`src/design/calendar_and_uptime_clock_unit_macros.svh`:
```
// Assertion macros used by the calendar and uptime clock top level.
`ifndef CALENDAR_AND_UPTIME_CLOCK_UNIT_MACROS_SVH
`define CALENDAR_AND_UPTIME_CLOCK_UNIT_MACROS_SVH

// Same-cycle implication, checked out of reset.
`define CAUC_ASSERT_NOW(label, ante, cons, msg) \
    label: assert property (@(posedge i_clk) disable iff (!i_rst_n) \
        (ante) |-> (cons)) else $error(msg);

// Next-cycle implication, checked out of reset.
`define CAUC_ASSERT_NEXT(label, ante, cons, msg) \
    label: assert property (@(posedge i_clk) disable iff (!i_rst_n) \
        (ante) |=> (cons)) else $error(msg);

`endif

```
`src/design/cauc_pkg.sv`:
```
// Shared constants, types and the month length table of the calendar clock.
`timescale 1ns / 1ps

package cauc_pkg;

    localparam int unsigned MS_PER_SEC     = 1000;
    localparam int unsigned SEC_PER_MIN    = 60;
    localparam int unsigned MIN_PER_HOUR   = 60;
    localparam int unsigned HOUR_PER_DAY   = 24;
    localparam int unsigned LEAP_FEB_LIMIT = 30;

    // floor(m / 1000) == (m * RECIP_1000) >> DIV_SHIFT for every m below 2^17
    localparam int unsigned DIV_SHIFT  = 27;
    localparam logic [17:0] RECIP_1000 = 18'd134218;

    localparam logic [15:0] RESET_YEAR  = 16'd2023;
    localparam logic [3:0]  MONTH_JAN   = 4'd1;
    localparam logic [3:0]  MONTH_FEB   = 4'd2;
    localparam logic [3:0]  MONTH_MAR   = 4'd3;
    localparam logic [3:0]  MONTH_WRAP  = 4'd13;
    localparam logic [4:0]  FIRST_DAY   = 5'd1;

    localparam logic CMD_TICK = 1'b0;
    localparam logic CMD_SET  = 1'b1;

    // time of day below the day level
    typedef struct packed {
        logic [9:0] ms;
        logic [5:0] sec;
        logic [5:0] min;
        logic [4:0] hr;
    } t_tod;

    // Days in a month; a month code outside one to twelve counts as 31 days.
    function automatic logic [4:0] month_days(input logic [3:0] month);
        logic [4:0] len;
        unique case (month)
            4'd2:                      len = 5'd28;
            4'd4, 4'd6, 4'd9, 4'd11:   len = 5'd30;
            default:                   len = 5'd31;
        endcase
        return len;
    endfunction

endpackage

```
`src/design/calendar_and_uptime_clock_unit.sv`:
```
// Top level of the calendar clock and uptime counter.
`timescale 1ns / 1ps
//
//  channel  | signals                            | moves
//  ---------+------------------------------------+------------------------------
//  request  | i_valid / o_ready, i_cmd, i_delta_ms, i_set_* | tick or calendar load
//  result   | o_valid / i_ready, o_now_*, o_run_*            | both clocks after request
//
//  One request per cycle sustained while i_ready is high; a result is valid once its
//  request has passed the input register, then the clock registers (the result register).
//  The whole carry chain and date rollover is one pass of logic between those registers.
//  Reset (i_rst_n low, synchronous) loads 2023-01-01 00:00:00.000 and zero uptime.
//  A stalled result holds the clocks; one further request waits in the input register.

`include "calendar_and_uptime_clock_unit_macros.svh"

module calendar_and_uptime_clock_unit
    import cauc_pkg::*;
(
    input  logic        i_clk,
    input  logic        i_rst_n,
    input  logic        i_valid,
    output logic        o_ready,
    input  logic        i_cmd,
    input  logic [15:0] i_delta_ms,
    input  logic [15:0] i_set_year,
    input  logic [3:0]  i_set_month,
    input  logic [4:0]  i_set_day,
    input  logic [4:0]  i_set_hour,
    input  logic [5:0]  i_set_minute,
    input  logic [5:0]  i_set_second,
    input  logic [9:0]  i_set_millisecond,
    output logic        o_valid,
    input  logic        i_ready,
    output logic [15:0] o_now_year,
    output logic [3:0]  o_now_month,
    output logic [4:0]  o_now_day,
    output logic [4:0]  o_now_hour,
    output logic [5:0]  o_now_minute,
    output logic [5:0]  o_now_second,
    output logic [9:0]  o_now_millisecond,
    output logic [15:0] o_run_days,
    output logic [4:0]  o_run_hours,
    output logic [5:0]  o_run_minutes,
    output logic [5:0]  o_run_seconds,
    output logic [9:0]  o_run_milliseconds
);

    // input register
    logic        r_in_valid;
    logic        r_cmd;
    logic [15:0] r_delta;
    logic [15:0] r_set_year;
    logic [3:0]  r_set_month;
    logic [4:0]  r_set_day;
    t_tod        r_set_tod;

    // clock state, also the result register
    logic        r_out_valid;
    logic [15:0] r_cal_year;
    logic [3:0]  r_cal_month;
    logic [4:0]  r_cal_day;
    t_tod        r_cal_tod;
    logic [15:0] r_up_days;
    t_tod        r_up_tod;

    logic        w_adv;
    logic        w_take;
    logic        w_accept;

    t_tod        w_cal_tod;
    logic        w_cal_carry;
    t_tod        w_up_tod;
    logic        w_up_carry;

    logic [5:0]  w_day_inc;
    logic        w_leap_feb;
    logic        w_roll;
    logic [3:0]  w_month_rolled;
    logic [15:0] n_cal_year;
    logic [3:0]  n_cal_month;
    logic [4:0]  n_cal_day;

    assign w_adv    = !r_out_valid || i_ready;
    assign w_take   = r_in_valid && w_adv;
    assign o_ready  = !r_in_valid || w_adv;
    assign w_accept = i_valid && o_ready;

    cauc_carry u_cal_carry (
        .i_tod       (r_cal_tod),
        .i_delta     (r_delta),
        .o_tod       (w_cal_tod),
        .o_day_carry (w_cal_carry)
    );

    cauc_carry u_up_carry (
        .i_tod       (r_up_tod),
        .i_delta     (r_delta),
        .o_tod       (w_up_tod),
        .o_day_carry (w_up_carry)
    );

    // date rollover on a day carry
    assign w_day_inc  = {1'b0, r_cal_day} + 6'd1;
    assign w_leap_feb = (r_cal_year[1:0] == 2'b00) && (r_cal_month == MONTH_FEB);

    always_comb begin
        if (w_leap_feb) begin
            w_roll         = (w_day_inc >= 6'(LEAP_FEB_LIMIT));
            w_month_rolled = MONTH_MAR;
        end else begin
            w_roll         = (w_day_inc > {1'b0, month_days(r_cal_month)});
            w_month_rolled = r_cal_month + 4'd1;
        end
    end

    always_comb begin
        n_cal_year  = r_cal_year;
        n_cal_month = r_cal_month;
        n_cal_day   = r_cal_day;
        if (w_cal_carry) begin
            n_cal_day = w_day_inc[4:0];
            if (w_roll) begin
                n_cal_day   = FIRST_DAY;
                n_cal_month = w_month_rolled;
            end
            // month 13 wraps here, whether rolled from 12 or loaded as 13 with no day rollover
            if (n_cal_month == MONTH_WRAP) begin
                n_cal_month = MONTH_JAN;
                n_cal_year  = r_cal_year + 16'd1;
            end
        end
    end

    always_ff @(posedge i_clk) begin
        if (!i_rst_n) begin
            r_in_valid <= 1'b0;
        end else if (w_accept) begin
            r_in_valid <= 1'b1;
        end else if (w_take) begin
            r_in_valid <= 1'b0;
        end
    end

    always_ff @(posedge i_clk) begin
        if (w_accept) begin
            r_cmd         <= i_cmd;
            r_delta       <= i_delta_ms;
            r_set_year    <= i_set_year;
            r_set_month   <= i_set_month;
            r_set_day     <= i_set_day;
            r_set_tod.ms  <= i_set_millisecond;
            r_set_tod.sec <= i_set_second;
            r_set_tod.min <= i_set_minute;
            r_set_tod.hr  <= i_set_hour;
        end
    end

    always_ff @(posedge i_clk) begin
        if (!i_rst_n) begin
            r_out_valid <= 1'b0;
            r_cal_year  <= RESET_YEAR;
            r_cal_month <= MONTH_JAN;
            r_cal_day   <= FIRST_DAY;
            r_cal_tod   <= '0;
            r_up_days   <= '0;
            r_up_tod    <= '0;
        end else begin
            if (w_take) begin
                r_out_valid <= 1'b1;
                unique case (r_cmd)
                    CMD_TICK: begin
                        r_cal_year  <= n_cal_year;
                        r_cal_month <= n_cal_month;
                        r_cal_day   <= n_cal_day;
                        r_cal_tod   <= w_cal_tod;
                        r_up_days   <= r_up_days + {15'b0, w_up_carry};
                        r_up_tod    <= w_up_tod;
                    end
                    CMD_SET: begin
                        r_cal_year  <= r_set_year;
                        r_cal_month <= r_set_month;
                        r_cal_day   <= r_set_day;
                        r_cal_tod   <= r_set_tod;
                    end
                    default: begin
                    end
                endcase
            end else if (i_ready) begin
                r_out_valid <= 1'b0;
            end
        end
    end

    assign o_valid            = r_out_valid;
    assign o_now_year         = r_cal_year;
    assign o_now_month        = r_cal_month;
    assign o_now_day          = r_cal_day;
    assign o_now_hour         = r_cal_tod.hr;
    assign o_now_minute       = r_cal_tod.min;
    assign o_now_second       = r_cal_tod.sec;
    assign o_now_millisecond  = r_cal_tod.ms;
    assign o_run_days         = r_up_days;
    assign o_run_hours        = r_up_tod.hr;
    assign o_run_minutes      = r_up_tod.min;
    assign o_run_seconds      = r_up_tod.sec;
    assign o_run_milliseconds = r_up_tod.ms;

    `CAUC_ASSERT_NEXT(a_held_request_kept, r_in_valid && !w_adv, r_in_valid, "request lost")
    `CAUC_ASSERT_NOW(a_result_from_take, $rose(o_valid), $past(w_take), "result without request")
    `CAUC_ASSERT_NEXT(a_set_keeps_uptime, w_take && (r_cmd == CMD_SET), $stable(r_up_tod) && $stable(r_up_days), "load changed uptime")
    `CAUC_ASSERT_NEXT(a_roll_first_day, w_take && (r_cmd == CMD_TICK) && w_cal_carry && w_roll, r_cal_day == FIRST_DAY, "month rollover missed day one")

endmodule

```
`src/design/cauc_carry.sv`:
```
// Millisecond to day carry chain shared by the calendar and uptime clocks.
`timescale 1ns / 1ps

module cauc_carry
    import cauc_pkg::*;
(
    input  t_tod        i_tod,
    input  logic [15:0] i_delta,
    output t_tod        o_tod,
    output logic        o_day_carry
);

    logic [16:0] w_m;
    logic [34:0] w_prod;
    logic [6:0]  w_q;
    logic [16:0] w_q1000;
    logic [16:0] w_rem;
    logic [7:0]  w_s;
    logic [7:0]  w_s_red;
    logic [1:0]  w_qs;
    logic [6:0]  w_mn;
    logic [5:0]  w_h;

    assign w_m     = {7'b0, i_tod.ms} + {1'b0, i_delta};
    assign w_prod  = {18'b0, w_m} * {17'b0, RECIP_1000};
    assign w_q     = w_prod[DIV_SHIFT+6:DIV_SHIFT];
    // q * 1000 as q * (1024 - 16 - 8)
    assign w_q1000 = {w_q, 10'b0} - {6'b0, w_q, 4'b0} - {7'b0, w_q, 3'b0};
    assign w_rem   = w_m - w_q1000;

    // seconds reach at most 63 + 66, so the carry into minutes is 0, 1 or 2
    assign w_s = {2'b0, i_tod.sec} + {1'b0, w_q};
    always_comb begin
        if (w_s >= 8'(2 * SEC_PER_MIN)) begin
            w_qs    = 2'd2;
            w_s_red = w_s - 8'(2 * SEC_PER_MIN);
        end else if (w_s >= 8'(SEC_PER_MIN)) begin
            w_qs    = 2'd1;
            w_s_red = w_s - 8'(SEC_PER_MIN);
        end else begin
            w_qs    = 2'd0;
            w_s_red = w_s;
        end
    end

    assign w_mn = {1'b0, i_tod.min} + {5'b0, w_qs};
    assign w_h  = {1'b0, i_tod.hr} + 6'd1;

    // each level is rewritten only when the level below it carried
    always_comb begin
        o_tod       = i_tod;
        o_day_carry = 1'b0;
        if (w_m < 17'(MS_PER_SEC)) begin
            o_tod.ms = w_m[9:0];
        end else begin
            o_tod.ms = w_rem[9:0];
            if (w_s < 8'(SEC_PER_MIN)) begin
                o_tod.sec = w_s[5:0];
            end else begin
                o_tod.sec = w_s_red[5:0];
                if (w_mn < 7'(MIN_PER_HOUR)) begin
                    o_tod.min = w_mn[5:0];
                end else begin
                    o_tod.min = 6'(w_mn - 7'(MIN_PER_HOUR));
                    if (w_h < 6'(HOUR_PER_DAY)) begin
                        o_tod.hr = w_h[4:0];
                    end else begin
                        o_tod.hr    = 5'(w_h - 6'(HOUR_PER_DAY));
                        o_day_carry = 1'b1;
                    end
                end
            end
        end
    end

endmodule

```
`config.mk`:
```
export PLATFORM = sky130hd
export DESIGN_NAME = calendar_and_uptime_clock_unit
export DESIGN_NICKNAME = d
export VERILOG_FILES = /design/src/design/cauc_pkg.sv /design/src/design/calendar_and_uptime_clock_unit.sv /design/src/design/cauc_carry.sv
export VERILOG_INCLUDE_DIRS = /design/src /design/src/design
export SDC_FILE = /design/constraint.sdc
export NUM_CORES = 1
export LEC_CHECK = 0
export BUFFER_PORTS_ARGS = -buffer_cell sky130_fd_sc_hd__buf_2
export CORE_ASPECT_RATIO = 0.7
export CORE_MARGIN = 2
export CORE_UTILIZATION = 60
export DETAILED_ROUTE_END_ITERATION = 8
export PLACE_DENSITY = 0.81
export SYNTH_ARGS = -nofsm -noshare
export SYNTH_HDL_FRONTEND = slang
export SYNTH_SLANG_ARGS = --single-unit
```
`constraint.sdc`:
```
create_clock -name i_clk -period 25.1 [get_ports i_clk]
set_clock_uncertainty 0.05 [all_clocks]
set_input_delay 3.765 -clock i_clk [delete_from_list [all_inputs] [get_ports i_clk]]
set_output_delay 3.765 -clock i_clk [all_outputs]
set_load 0.005 [all_outputs]
```
Word level (Yosys, flattened, before mapping)
Index checks and enable logic that the tools add are counted.
{"block": "classes", "mul": 2, "n_bitwise": 4, "add_sub_neg": 26, "n_mux": 47, "order_cmp": 14, "n_reduce_logical": 20, "eq_ne": 11}
{"operator": "$mul A17 B17 Y33 const B", "n": 2}
{"operator": "$pmux W27 S2", "n": 1}
{"operator": "$mux W6", "n": 8}
{"operator": "$sub A10 B10 Y10", "n": 4}
{"operator": "$sub A6 B6 Y6 const B", "n": 6}
{"operator": "$add A10 B16 Y17", "n": 2}
{"operator": "$lt A17 B10 Y1 const B", "n": 2}
{"operator": "$mux W16", "n": 2}
{"operator": "$pmux W16 S2", "n": 1}
{"operator": "$mux W5", "n": 6}
{"operator": "$mux W10", "n": 2}
{"operator": "$mux W4", "n": 5}
{"operator": "$sub A1 B10 Y10 const A", "n": 2}
{"operator": "$add A5 B1 Y6 const B", "n": 3}
{"operator": "$mux W17", "n": 1}
{"operator": "$add A16 B1 Y16", "n": 1}
{"operator": "$add A16 B1 Y16 const B", "n": 1}
{"operator": "$add A6 B7 Y8", "n": 2}
{"operator": "$ge A8 B6 Y1 const B", "n": 2}
{"operator": "$ge A8 B7 Y1 const B", "n": 2}
{"operator": "$lt A8 B6 Y1 const B", "n": 2}
{"operator": "$mux W1", "n": 15}
{"operator": "$add A6 B2 Y7", "n": 2}
{"operator": "$lt A7 B6 Y1 const B", "n": 2}
{"operator": "other kinds (26)", "n": 48}
{"block": "word_totals", "register_bits": 166, "input_bits": 73, "out_inout_bits": 97}

Longest topological paths before layout
Gate-level depths: netlist of the first run.
{"block": "logic_depth", "word_depth": 16, "mapped_depth": 58, "mapped_depth_nobuf": 56}

Hierarchy
Synthesis of the first run repeated with hierarchy kept, for this count alone.
{"block": "hier_totals", "cells_unflattened": 2002, "hier_area_um2": 18401.4}
{"module": "calendar_and_uptime_clock_unit", "area_per_inst_um2": 6927.9, "cells_each": 649, "instances": 1, "seq_area_each_um2": 4013.8}
{"module": "cauc_carry at u_up_carry", "area_per_inst_um2": 5743.0, "cells_each": 679, "instances": 1, "seq_area_each_um2": 0.0}
{"module": "cauc_carry at u_cal_carry", "area_per_inst_um2": 5730.5, "cells_each": 674, "instances": 1, "seq_area_each_um2": 0.0}

Worst setup path before layout of the first run
OpenSTA, ideal clock, no wires.
{"block": "synth_path", "path_kind": "flip-flop to flip-flop", "from": "reg r_delta[0]", "to": "reg r_up_days[14] (netlist: o_run_days[14])", "stages_incl_launch_ff": 57, "arrival_time_ns": 11.769, "n_path_buf": 2, "period_less_slack_ns": 11.890, "path_slack_ns": 13.210, "cell_sequence": "edfxtp_1 -> ha_1 -> fa_1 -> a21o_1 -> a221oi_1 -> o21ai_0 -> a21oi_1 -> xnor2_1 -> ha_1 -> ha_1 -> ha_1 -> inv_1 -> fa_1 -> inv_1 -> fa_1 -> inv_1 -> fa_1 -> inv_1 -> [... 21 more ...] -> or2_2 -> clkbuf_1 -> nor2_1 -> ha_1 -> fa_1 -> xor2_1 -> nand4_1 -> o21ai_0 -> nor2b_1 -> nand3_1 -> nor2_1 -> ha_1 -> ha_1 -> and3_1 -> clkbuf_1 -> nand2_1 -> or3_1 -> a21oi_1"}
{"block": "synth_via", "elab_chain_cells": 12}
{"item": "start: declaration", "line_no": "calendar_and_uptime_clock_unit.sv:52", "text": "logic [15:0] r_delta;"}
{"item": "start signal: assignment", "line_no": "calendar_and_uptime_clock_unit.sv:148", "text": "r_delta <= i_delta_ms;"}
{"item": "$add A10 B16 Y17 (*)", "line_no": "cauc_carry.sv:24", "text": "assign w_m = {7'b0, i_tod.ms} + {1'b0, i_delta};"}
{"item": "$mul A17 B17 Y33", "line_no": "cauc_carry.sv:25", "text": "assign w_prod = {18'b0, w_m} * {17'b0, RECIP_1000};"}
{"item": "$add A6 B7 Y8", "line_no": "cauc_carry.sv:32", "text": "assign w_s = {2'b0, i_tod.sec} + {1'b0, w_q};"}
{"item": "$ge A8 B6 Y1", "line_no": "cauc_carry.sv:37", "text": "end else if (w_s >= 8'(SEC_PER_MIN)) begin"}
{"item": "$mux W1", "line_no": "cauc_carry.sv:37"}
{"item": "$mux W2", "line_no": "cauc_carry.sv:34", "text": "if (w_s >= 8'(2 * SEC_PER_MIN)) begin"}
{"item": "$add A6 B2 Y7", "line_no": "cauc_carry.sv:46", "text": "assign w_mn = {1'b0, i_tod.min} + {5'b0, w_qs};"}
{"item": "$lt A7 B6 Y1", "line_no": "cauc_carry.sv:61", "text": "if (w_mn < 7'(MIN_PER_HOUR)) begin"}
{"item": "$mux W1", "line_no": "cauc_carry.sv:61"}
{"item": "$mux W1", "line_no": "cauc_carry.sv:57", "text": "if (w_s < 8'(SEC_PER_MIN)) begin"}
{"item": "$mux W1 (*)", "line_no": "cauc_carry.sv:53", "text": "if (w_m < 17'(MS_PER_SEC)) begin"}
{"item": "$add A16 B1 Y16 (*)", "line_no": "calendar_and_uptime_clock_unit.sv:177", "text": "r_up_days <= r_up_days + {15'b0, w_up_carry};"}
{"item": "end signal: assignment", "line_no": "calendar_and_uptime_clock_unit.sv:177"}
{"item": "end: declaration", "line_no": "calendar_and_uptime_clock_unit.sv:64", "text": "logic [15:0] r_up_days;"}
Every way passes the cells marked *; elsewhere a longest branch is shown, timed or not.
A chain may end at the register's enable or synchronous reset.

Worst setup path after layout of the first run
{"block": "layout_path", "from": "reg r_delta[1]", "to": "reg r_up_days[14] (netlist: o_run_days[14])"}
Same word-level chain as after synthesis.

==> impl_metrics.toml, run 1 <==
[logic_synthesis]
async_flop_share_pct = 0
synth_top_area_share_pct = 25.3
yosys_most_used_dff = "dfxtp_1"
synth_fp_nets = 2421
syn_inst = 1894
synth_seq_area_share_pct = 23.0
synth_area_leaders = "ha_1 25%, edfxtp_1 12%, fa_1 12%"
ys_warn_count = 0
syn_avg_cell_area_sq_um = 9.22
synth-edff-count = 69
synth-seq-cells = 166
yosysTopAreaCell = "ha_1"
syn_area_sq_um = 17500
netlist-cell-type-count = 84

[finish]
area_growth_pct = 10.7
mostFrequentLayoutCells = "353 x ha_1, 276 x inv_1, 169 x buf_2"
fin_area_sq_um = 19300
fillers = 2297
layout_commonest_cell = "ha_1"
final_layout_size_suffix_gt1_share_pct = 12.0
nNetsFinal = 2583
final_util_pct = 67.2
area.sequential_sq_um = 4010
multi_input_area_sq_um = 12200

[setup_path]
crit_path_end = "o_run_days[14]$_SDFFE_PN0P_"
r2r_setup_slack_ns = 11.67
critPathKind = "reg2reg"
arrival_ns = 13.76
r2r-start = "r_delta[1]$_DFFE_PP_"
cp_max_fo = 9
reg2reg_to = "o_run_days[14]$_SDFFE_PN0P_"
slowest_stage = "xnor2_1"
end_kind = "flip-flop"
required_ns = 25.43
cpMostUsedCell = "ha_1"
start_kind = "flip-flop"
crit_start = "r_delta[1]$_DFFE_PP_"
slowest_delay_ns = 0.69
r2r.worst_path.cells = 53

[sta]
period_share_pct = 53.5
slew_viol_final = 0
holdWs_ns = 0.430
clock.fmax_ghz = 0.0744
grt_setup_unrepaired = "no"
min_period_ns = 13.43
finalSetupViolCount = 0
setup_tns_ns = 0
max_slew.worst_pin.slew_ns = 1.21
relSlewSlack_pct = 19.4
finalHoldViolations = 0

[clocking]
clk_latency_ns = 0.45
numCtsBuffers = 17
htree_levels = 4
clk_path_buf_depth = 2
cts.sinks = 166
cts-root-buf = "clkbuf_16"
cts-resized-gates = 0
post_cts_buffers = 0
hold_buffers = 0
clkSlewWorstSetupHoldPaths_ns = 0.07
cts_tree = "built"

[place]
place_area_sq_um = 18800
gp_congestion = 0.924
numPortBuffers = 169
dp_hpwl_microns = 35900

[floorplan]
design.core.area_sq_um = 28800
chipHeight_microns = 147
fp.dieW_microns = 208
io_pins = 170
die-area_sq_um = 30500
row_count = 52
start_util_pct = 60.7

[routing]
detail_route.wl_per_cell_microns = 18.6
drt_iter0_drc = 1192
postRouteAntennaNets = 0
vias = 14700
drt_pass1_iterations = 7
drc = 0
viasPerCell = 6.02
wirelength_microns = 45600

[grt]
track_usage_pct = 30.1
antenna_found_initial = 1
grt_pass1_wl_microns = 73800
grt_pass1_vias = 14600
grt_max_degree = 70
grt_overflow = 0

[flow_run]
max_cap_violations = 0

[outcome]
status = "completed"

[worst_hold_path]
hold_path_class = "reg2reg"
[metal layers]
| layer | track usage, % | vias up | share of wire, % |
|---|---|---|---|
| met3 | 5.32 | 127 | 7.7 |
| li1 | - | 7019 | - |
| met5 | 0 | - | 0 |
| met1 | 40.7 | 6966 | 43 |
| met4 | 11.9 | 0 | 3.5 |
| met2 | 48.1 | 625 | 45 |
[through the flow]
step / std cells / setup slack [ns]
floorplan: 1894 / 13.21
global placement: 2415 / 12.53
detailed placement: 2415 / 11.98
CTS: 2447 / 11.90
global route: 2447 / 10.79
finish: 2448 / 11.67
[flip-flops by register name (all words and copies together) (netlist names), 10 cells and up]
name	flops
o_run_milliseconds	10
r_set_tod	27
r_delta	16
o_now_millisecond	10
o_run_days	16
o_now_year	16
r_set_year	16
[cells in the mapped netlist, types with 28 or more instances]
| cell | n |
|---|---|
| a21oi_1 | 118 |
| clkbuf_1 | 40 |
| dfxtp_1 | 97 |
| edfxtp_1 | 69 |
| fa_1 | 101 |
| ha_1 | 353 |
| inv_1 | 277 |
| nand2_1 | 104 |
| nand3_1 | 57 |
| nor2_1 | 122 |
| nor3_1 | 28 |
| o21ai_0 | 61 |
| xnor2_1 | 51 |
| xor2_1 | 33 |
[cell families after synthesis]
logic type / synth area share, %
and+or+nand+nor: 12.0
AOI/OAI and AO/OA: 15.5
muxes: 1.27
xor gates and xnor gates: 4.21
adders and majority gates: 36.9
buffers and inverters: 7.16
DFF: 23.0
[layout make-up]
type / count / area share (%)
multi-input cells: 1399 / 63.2
flip-flops and latches: 166 / 20.8
inverters: 279 / 5.42
repair buffers: 193 / 5.31
well taps: 378 / 2.45
clock buffers: 18 / 2.22
clock inverters: 14 / 0.654
diodes: 1 / 0.0129
[worst max-delay path: cells and delay by family, from the launching register on]
| family | cells | cell delay, ns |
|---|---|---|
| simple gates | 14 | 2.93 |
| compound gates | 16 | 3.03 |
| xor+xnor | 4 | 1.55 |
| fa+ha+maj | 13 | 4.65 |
| flops | 1 | 0.49 |
| buf+inv | 6 | 0.64 |
[worst min path at each step]
stage / start / endpoint / slack (ns) / depth (start not counted)
after floorplan: r_set_year[14]$_DFFE_PP_ / o_now_year[14]$_SDFFE_PN0P_ / 0.39 / 2
after global placement: r_set_year[8]$_DFFE_PP_ / o_now_year[8]$_SDFFE_PN1P_ / 0.41 / 2
after detailed placement: r_set_year[8]$_DFFE_PP_ / o_now_year[8]$_SDFFE_PN1P_ / 0.41 / 2
after CTS: r_set_year[8]$_DFFE_PP_ / o_now_year[8]$_SDFFE_PN1P_ / 0.43 / 2
after global routing: o_run_milliseconds[0]$_SDFFE_PN0P_ / o_run_milliseconds[0]$_SDFFE_PN0P_ / 0.45 / 2
final: r_set_year[8]$_DFFE_PP_ / o_now_year[8]$_SDFFE_PN1P_ / 0.43 / 2
Power of run 1 is not shown: default switching activity piles up to over one toggle a cycle in this logic, so the estimate is an artifact.
==> inputs of run 2 (changes only) <==
- ABC_AREA: default -> 1
- CORE_UTILIZATION: 60 -> 56
- PLACE_DENSITY: 0.81 -> 0.79
- clock period: 25.1 -> 12.1 ns (I/O delays scaled with it)
==> run 2 against run 1 <==
Non-clock buffer count shrank 1. Final area grew 4.7%. Core utilization shrank 4.2 points. Worst hold slack lost 0.013 ns. Die area grew 11%. Count of clock-buffer cells in the layout shrank 1. Area after synthesis grew 3.9%. Worst setup slack lost 11 ns. Critical path depth grew 6. Global-route usage shrank 1.7 points. Sequential cell count is the same. Via count grew 7.6%. Critical path type unchanged.
==> impl_metrics.toml, run 2 <==
[outcome]
status = "completed"

[flow_run]
max_cap_violations = 0

[logic_synthesis]
yosys_most_used_dff = "dfxtp_1"
syn_avg_cell_area_sq_um = 8.02
yosys-top-cells-count = "444 x nand2_1, 412 x inv_1, 353 x ha_1, 139 x nor2_1, 131 x a21oi_1"
synth_xor_area_share_pct = 3.63
async_flop_share_pct = 0
synth-simple-area-share_pct = 19.4
yosysTopAreaCell = "ha_1"
synth-seq-cells = 166
synth_fp_nets = 2791
synth-edff-count = 69
synth_seq_area_share_pct = 22.1
syn_inst = 2264
syn_area_sq_um = 18100
synth_area_leaders = "ha_1 24%, edfxtp_1 11%, fa_1 11%"
synth_mux_area_share_pct = 0.0551
synth-adder-area-share_pct = 35.5
synth_top_family_by_area = "adder cells"
synth_top_area_share_pct = 24.3
netlist-cell-type-count = 62
synth_compound_area_share_pct = 9.44
synthMostInstantiatedCell = "nand2_1"
ys_warn_count = 0

[clocking]
numCtsBuffers = 17
clk_path_buf_depth = 2
cts_tree = "built"
cts-root-buf = "clkbuf_16"
cts.sinks = 166
htree_levels = 4
clk_latency_ns = 0.46
hold_buffers = 0
clkSlewWorstSetupHoldPaths_ns = 0.07

[routing]
wirelength_microns = 47900
vias = 15900
drt_pass1_iterations = 8
drc = 0
viasPerCell = 5.50
detail_route.wl_per_cell_microns = 16.6
postRouteAntennaNets = 0
drt_iter0_drc = 1292

[sta]
grt_setup_unrepaired = "yes"
period_share_pct = 93.5
slew_viol_final = 0
max_slew.worst_pin.slew_ns = 0.742
finalSetupViolCount = 0
clock.fmax_ghz = 0.0884
min_period_ns = 11.31
finalHoldViolations = 0
relSlewSlack_pct = 50.4

[place]
dp_hpwl_microns = 38800
gp_congestion = 0.968
numPortBuffers = 169

[floorplan]
row_count = 55
start_util_pct = 56.5
io_pins = 170
die-area_sq_um = 33900
chipHeight_microns = 155
fp.dieW_microns = 219
design.core.area_sq_um = 32100

[setup_path]
arrival_ns = 11.61
slowest_stage = "fa_1"
r2r_setup_slack_ns = 0.79
r2r-start = "o_now_millisecond[0]$_SDFFE_PN0P_"
cpMostUsedCell = "nand2_1"
critPathKind = "reg2reg"
start_kind = "flip-flop"
slowest_delay_ns = 0.54
required_ns = 12.40
end_kind = "flip-flop"
cp_max_fo = 13
reg2reg_to = "o_now_year[15]$_SDFFE_PN0P_"
r2r.worst_path.cells = 59

[worst_hold_path]
hp-start = "o_run_days[15]$_SDFFE_PN0P_"
hold_path_class = "reg2reg"
hold_depth = 1
min_to = "o_run_days[15]$_SDFFE_PN0P_"

[grt]
antenna_found_initial = 5
grt_overflow = 0
grt_max_degree = 65
track_usage_pct = 28.4
grt_pass1_wl_microns = 76600
grt_pass1_vias = 15400

[finish]
layout_commonest_cell = "nand2_1"
largest_register_ffs = 27
area_growth_pct = 11.6
mostFrequentLayoutCells = "441 x nand2_1, 410 x inv_1, 353 x ha_1"
nNetsFinal = 2967
largest_register = "r_set_tod"
fillers = 2692
final_layout_size_suffix_gt1_share_pct = 13.0
area.sequential_sq_um = 4010
multi_input_area_sq_um = 12500
final_util_pct = 63.0
==> run 2: area by class of cell <==
class	count	share of cell area, %
clock inverter	15	0.797
multi-input combinational	1638	61.6
antenna	5	0.0618
clock buffer	17	2.10
inverter	425	7.90
tap	427	2.64
timing repair buffer	192	5.03
sequential	166	19.8
==> run 2: logic make-up after synthesis <==
kind of cell | after synthesis
buf+inv | 460
xor+xnor | 73
mux | 1
simple gates | 804
compound gates | 306
fa+ha+maj | 454
flops | 166
==> run 2: per-stage QoR <==
step                      setup slack [ns]  TNS (ns)  cell area (sq um)  instances  hold slack [ns]
after floorplan                       1.54         0              18100       2264            0.396
after global placement               0.575         0              19500       2844            0.384
after detailed placement            0.0800         0              19500       2844            0.414
after CTS                            0.112         0              20100       2876            0.423
after global routing                -0.132    -0.291              20200       2885            0.448
final                                0.787         0              20200       2885            0.416
==> run 2: metal layers <==
layer / part of all wire, % / wire length [microns] / track usage [%]
met1: 46 / 22000 / 39.8
met2: 44 / 21000 / 43.6
met3: 6.8 / 3260 / 4.96
met4: 3.5 / 1690 / 10.9
met5: 0 / 0 / 0
==> run 2: worst max-delay path by stage <==
stage	from	end	slack (ns)	cells past startpoint
CTS	r_delta[0]$_DFFE_PP_	o_run_days[14]$_SDFFE_PN0P_	0.11	62
finish	o_now_millisecond[0]$_SDFFE_PN0P_	o_now_year[15]$_SDFFE_PN0P_	0.79	59
detailed placement	r_delta[0]$_DFFE_PP_	o_run_days[14]$_SDFFE_PN0P_	0.08	64
global route	r_delta[0]$_DFFE_PP_	o_run_days[14]$_SDFFE_PN0P_	-0.13	65
floorplan	r_delta[0]$_DFFE_PP_	o_run_days[14]$_SDFFE_PN0P_	1.54	64
global placement	r_delta[0]$_DFFE_PP_	o_run_days[14]$_SDFFE_PN0P_	0.58	64
==> run 2: timing repair <==
action	in CTS	in global routing
endpoints found under the setup margin	1	32
pin swaps	0	3
setup buffers	0	4
resized for setup	1	25
==> run 2: worst max-delay path, delay by kind of cell (launching register included) <==
family / cells / cell delay [ns]
compound gates: 7 / 1.13
simple gates: 27 / 3.34
flops: 1 / 0.47
xor+xnor: 2 / 0.96
buf+inv: 11 / 0.77
fa+ha+maj: 12 / 4.50
Power of run 2 is left out for the same reason.
==> inputs of run 3 (changes only) <==
- clock period: 12.1 -> 9.95 ns (I/O delays scaled with it)
==> run 3 against run 2 <==
The run now ends with setup timing left. Core utilization increased by 8.8 points. Sequential cell count unchanged. First-iteration DRC count increased by 36%. Register-to-register slack got worse by 1.5 ns. Cell count increased by 7.7%. Count of clock-buffer cells in the layout unchanged. Sequential share of layout area decreased by 2.4 points. Worst hold slack improved by 0.022 ns. Critical endpoint is now o_run_days[14]$_SDFFE_PN0P_. Highest routed layer unchanged.
==> impl_metrics.toml, run 3 (same netlist as run 2, synthesis figures left out) <==
[outcome]
status = "complete, but fails checks"
violations = "setup timing"

[finish]
mostFrequentLayoutCells = "418 x nand2_1, 388 x inv_1, 312 x ha_1"
final_layout_size_suffix_gt1_share_pct = 26.4
largest_register_ffs = 27
largest_register = "r_set_tod"
layout_commonest_cell = "nand2_1"
fillers = 2205
area_growth_pct = 27.1
nNetsFinal = 3193

[grt]
grt_pass1_vias = 17200
grt_max_degree = 65
grt_overflow = 0
antenna_found_initial = 2
track_usage_pct = 32.0
grt_pass1_wl_microns = 85800

[setup_path]
start_kind = "flip-flop"
required_ns = 10.23
slowest_stage = "fa_1"
cp_max_fo = 4
cpMostUsedCell = "inv_2"
slowest_delay_ns = 0.49
critPathKind = "reg2reg"
end_kind = "flip-flop"
arrival_ns = 10.94

[place]
dp_hpwl_microns = 40800
numPortBuffers = 169
gp_congestion = 0.948
dp_slack_ns = -0.549

[clocking]
cts-root-buf = "clkbuf_16"
hold_buffers = 0
numCtsBuffers = 17
clk_latency_ns = 0.45
clk_path_buf_depth = 2
cts.sinks = 166
cts_tree = "built"
clkSlewWorstSetupHoldPaths_ns = 0.07
htree_levels = 4

[sta]
max_slew.worst_pin.slew_ns = 0.709
finalSetupViolCount = 11
post-route-worst-setup-slack_ns = -0.709
finalHoldViolations = 0
slew_viol_final = 0
period_share_pct = 107
relSlewSlack_pct = 52.8
setup_tns_ns = -4.92
clock.fmax_ghz = 0.0938
min_period_ns = 10.66
grt_setup_unrepaired = "yes"

[routing]
drt-met1-wl_microns = 22600
vias = 17800
drt_pass1_iterations = 7
wirelength_microns = 57500
drt_iter0_drc = 1758
dr_wl_met2_microns = 27000
detail_route.wl_per_cell_microns = 18.5
postRouteAntennaNets = 0
viasPerCell = 5.73
routed.top_layer = "met4"
drc = 0
routed-wl-met3_microns = 4770

[worst_hold_path]
hold_path_class = "reg2reg"

[floorplan]
chipHeight_microns = 155
design.core.area_sq_um = 32100
start_util_pct = 56.5
die-area_sq_um = 33900
io_pins = 170
fp.dieW_microns = 219
row_count = 55

[flow_run]
max_cap_violations = 0
==> run 3: cell types whose count changed in the layout (fill, tap and decap cells not counted), sizes merged <==
cell and delta:
clkinv -2, clkinvlp +1, clkbuf +2, buf +224, bufinv +2, inv -1
diode -3
==> run 3: per-stage QoR <==
| step | util [%] | hold WS, ns | cells | area [sq um] |
|---|---|---|---|---|
| 6_report | 71.8 | 0.439 | 3108 | 23100 |
| 3_3_place_gp | 64.6 | 0.380 | 2992 | 20700 |
| 2_1_floorplan | - | 0.396 | 2264 | 18300 |
| 3_5_place_dp | 64.6 | 0.390 | 2992 | 20700 |
| 4_1_cts | 69.0 | 0.408 | 3073 | 22200 |
| 5_1_grt | 71.8 | 0.463 | 3108 | 23100 |
==> run 3: critical path, delay by kind of cell (launching register included) <==
kind            cells  cell delay (ns)
compound gates      7             1.02
xor+xnor            2             0.48
fa+ha+maj          13             3.90
buf+inv            13             0.91
flops               1             0.40
simple gates       33             3.78
==> run 3: area by class of cell <==
cell class | count | area [sq um] | share of cell area [%]
Inverter | 425 | 1610 | 6.96
Sequential cell | 166 | 4010 | 17.4
Tap cell | 427 | 534 | 2.32
Multi-Input combinational cell | 1638 | 13500 | 58.6
Timing Repair Buffer | 418 | 2790 | 12.1
Antenna cell | 2 | 5.00 | 0.0217
Clock inverter | 15 | 169 | 0.732
Clock buffer | 17 | 425 | 1.84
==> run 3: path summary, 6_finish.rpt <==
check | startpoint | to | slack [ns] | cells past startpoint
worst min register to register | o_now_minute[0]$_SDFFE_PN0P_ | o_now_minute[0]$_SDFFE_PN0P_ | 0.44 | 2
worst min-delay path | o_now_minute[0]$_SDFFE_PN0P_ | o_now_minute[0]$_SDFFE_PN0P_ | 0.44 | 2
worst max-delay path | r_delta[0]$_DFFE_PP_ | o_run_days[14]$_SDFFE_PN0P_ | -0.71 | 68
worst max register to register | r_delta[0]$_DFFE_PP_ | o_run_days[14]$_SDFFE_PN0P_ | -0.71 | 68
==> run 3: timing repair <==
action | CTS | global route
pin swaps | 67 | 80
cloned | 0 | 2
buffers inserted | 49 | 38
gates resized for setup | 78 | 131
endpoints found under the setup margin | 35 | 49
==> run 3: routing by layer <==
layer / up-vias / GRT usage [%]
li1: 8188 / -
met1: 8418 / 41.6
met2: 969 / 52.3
met3: 249 / 5.70
met4: 0 / 13.8
met5: - / 0
Power of run 3 is left out for the same reason.
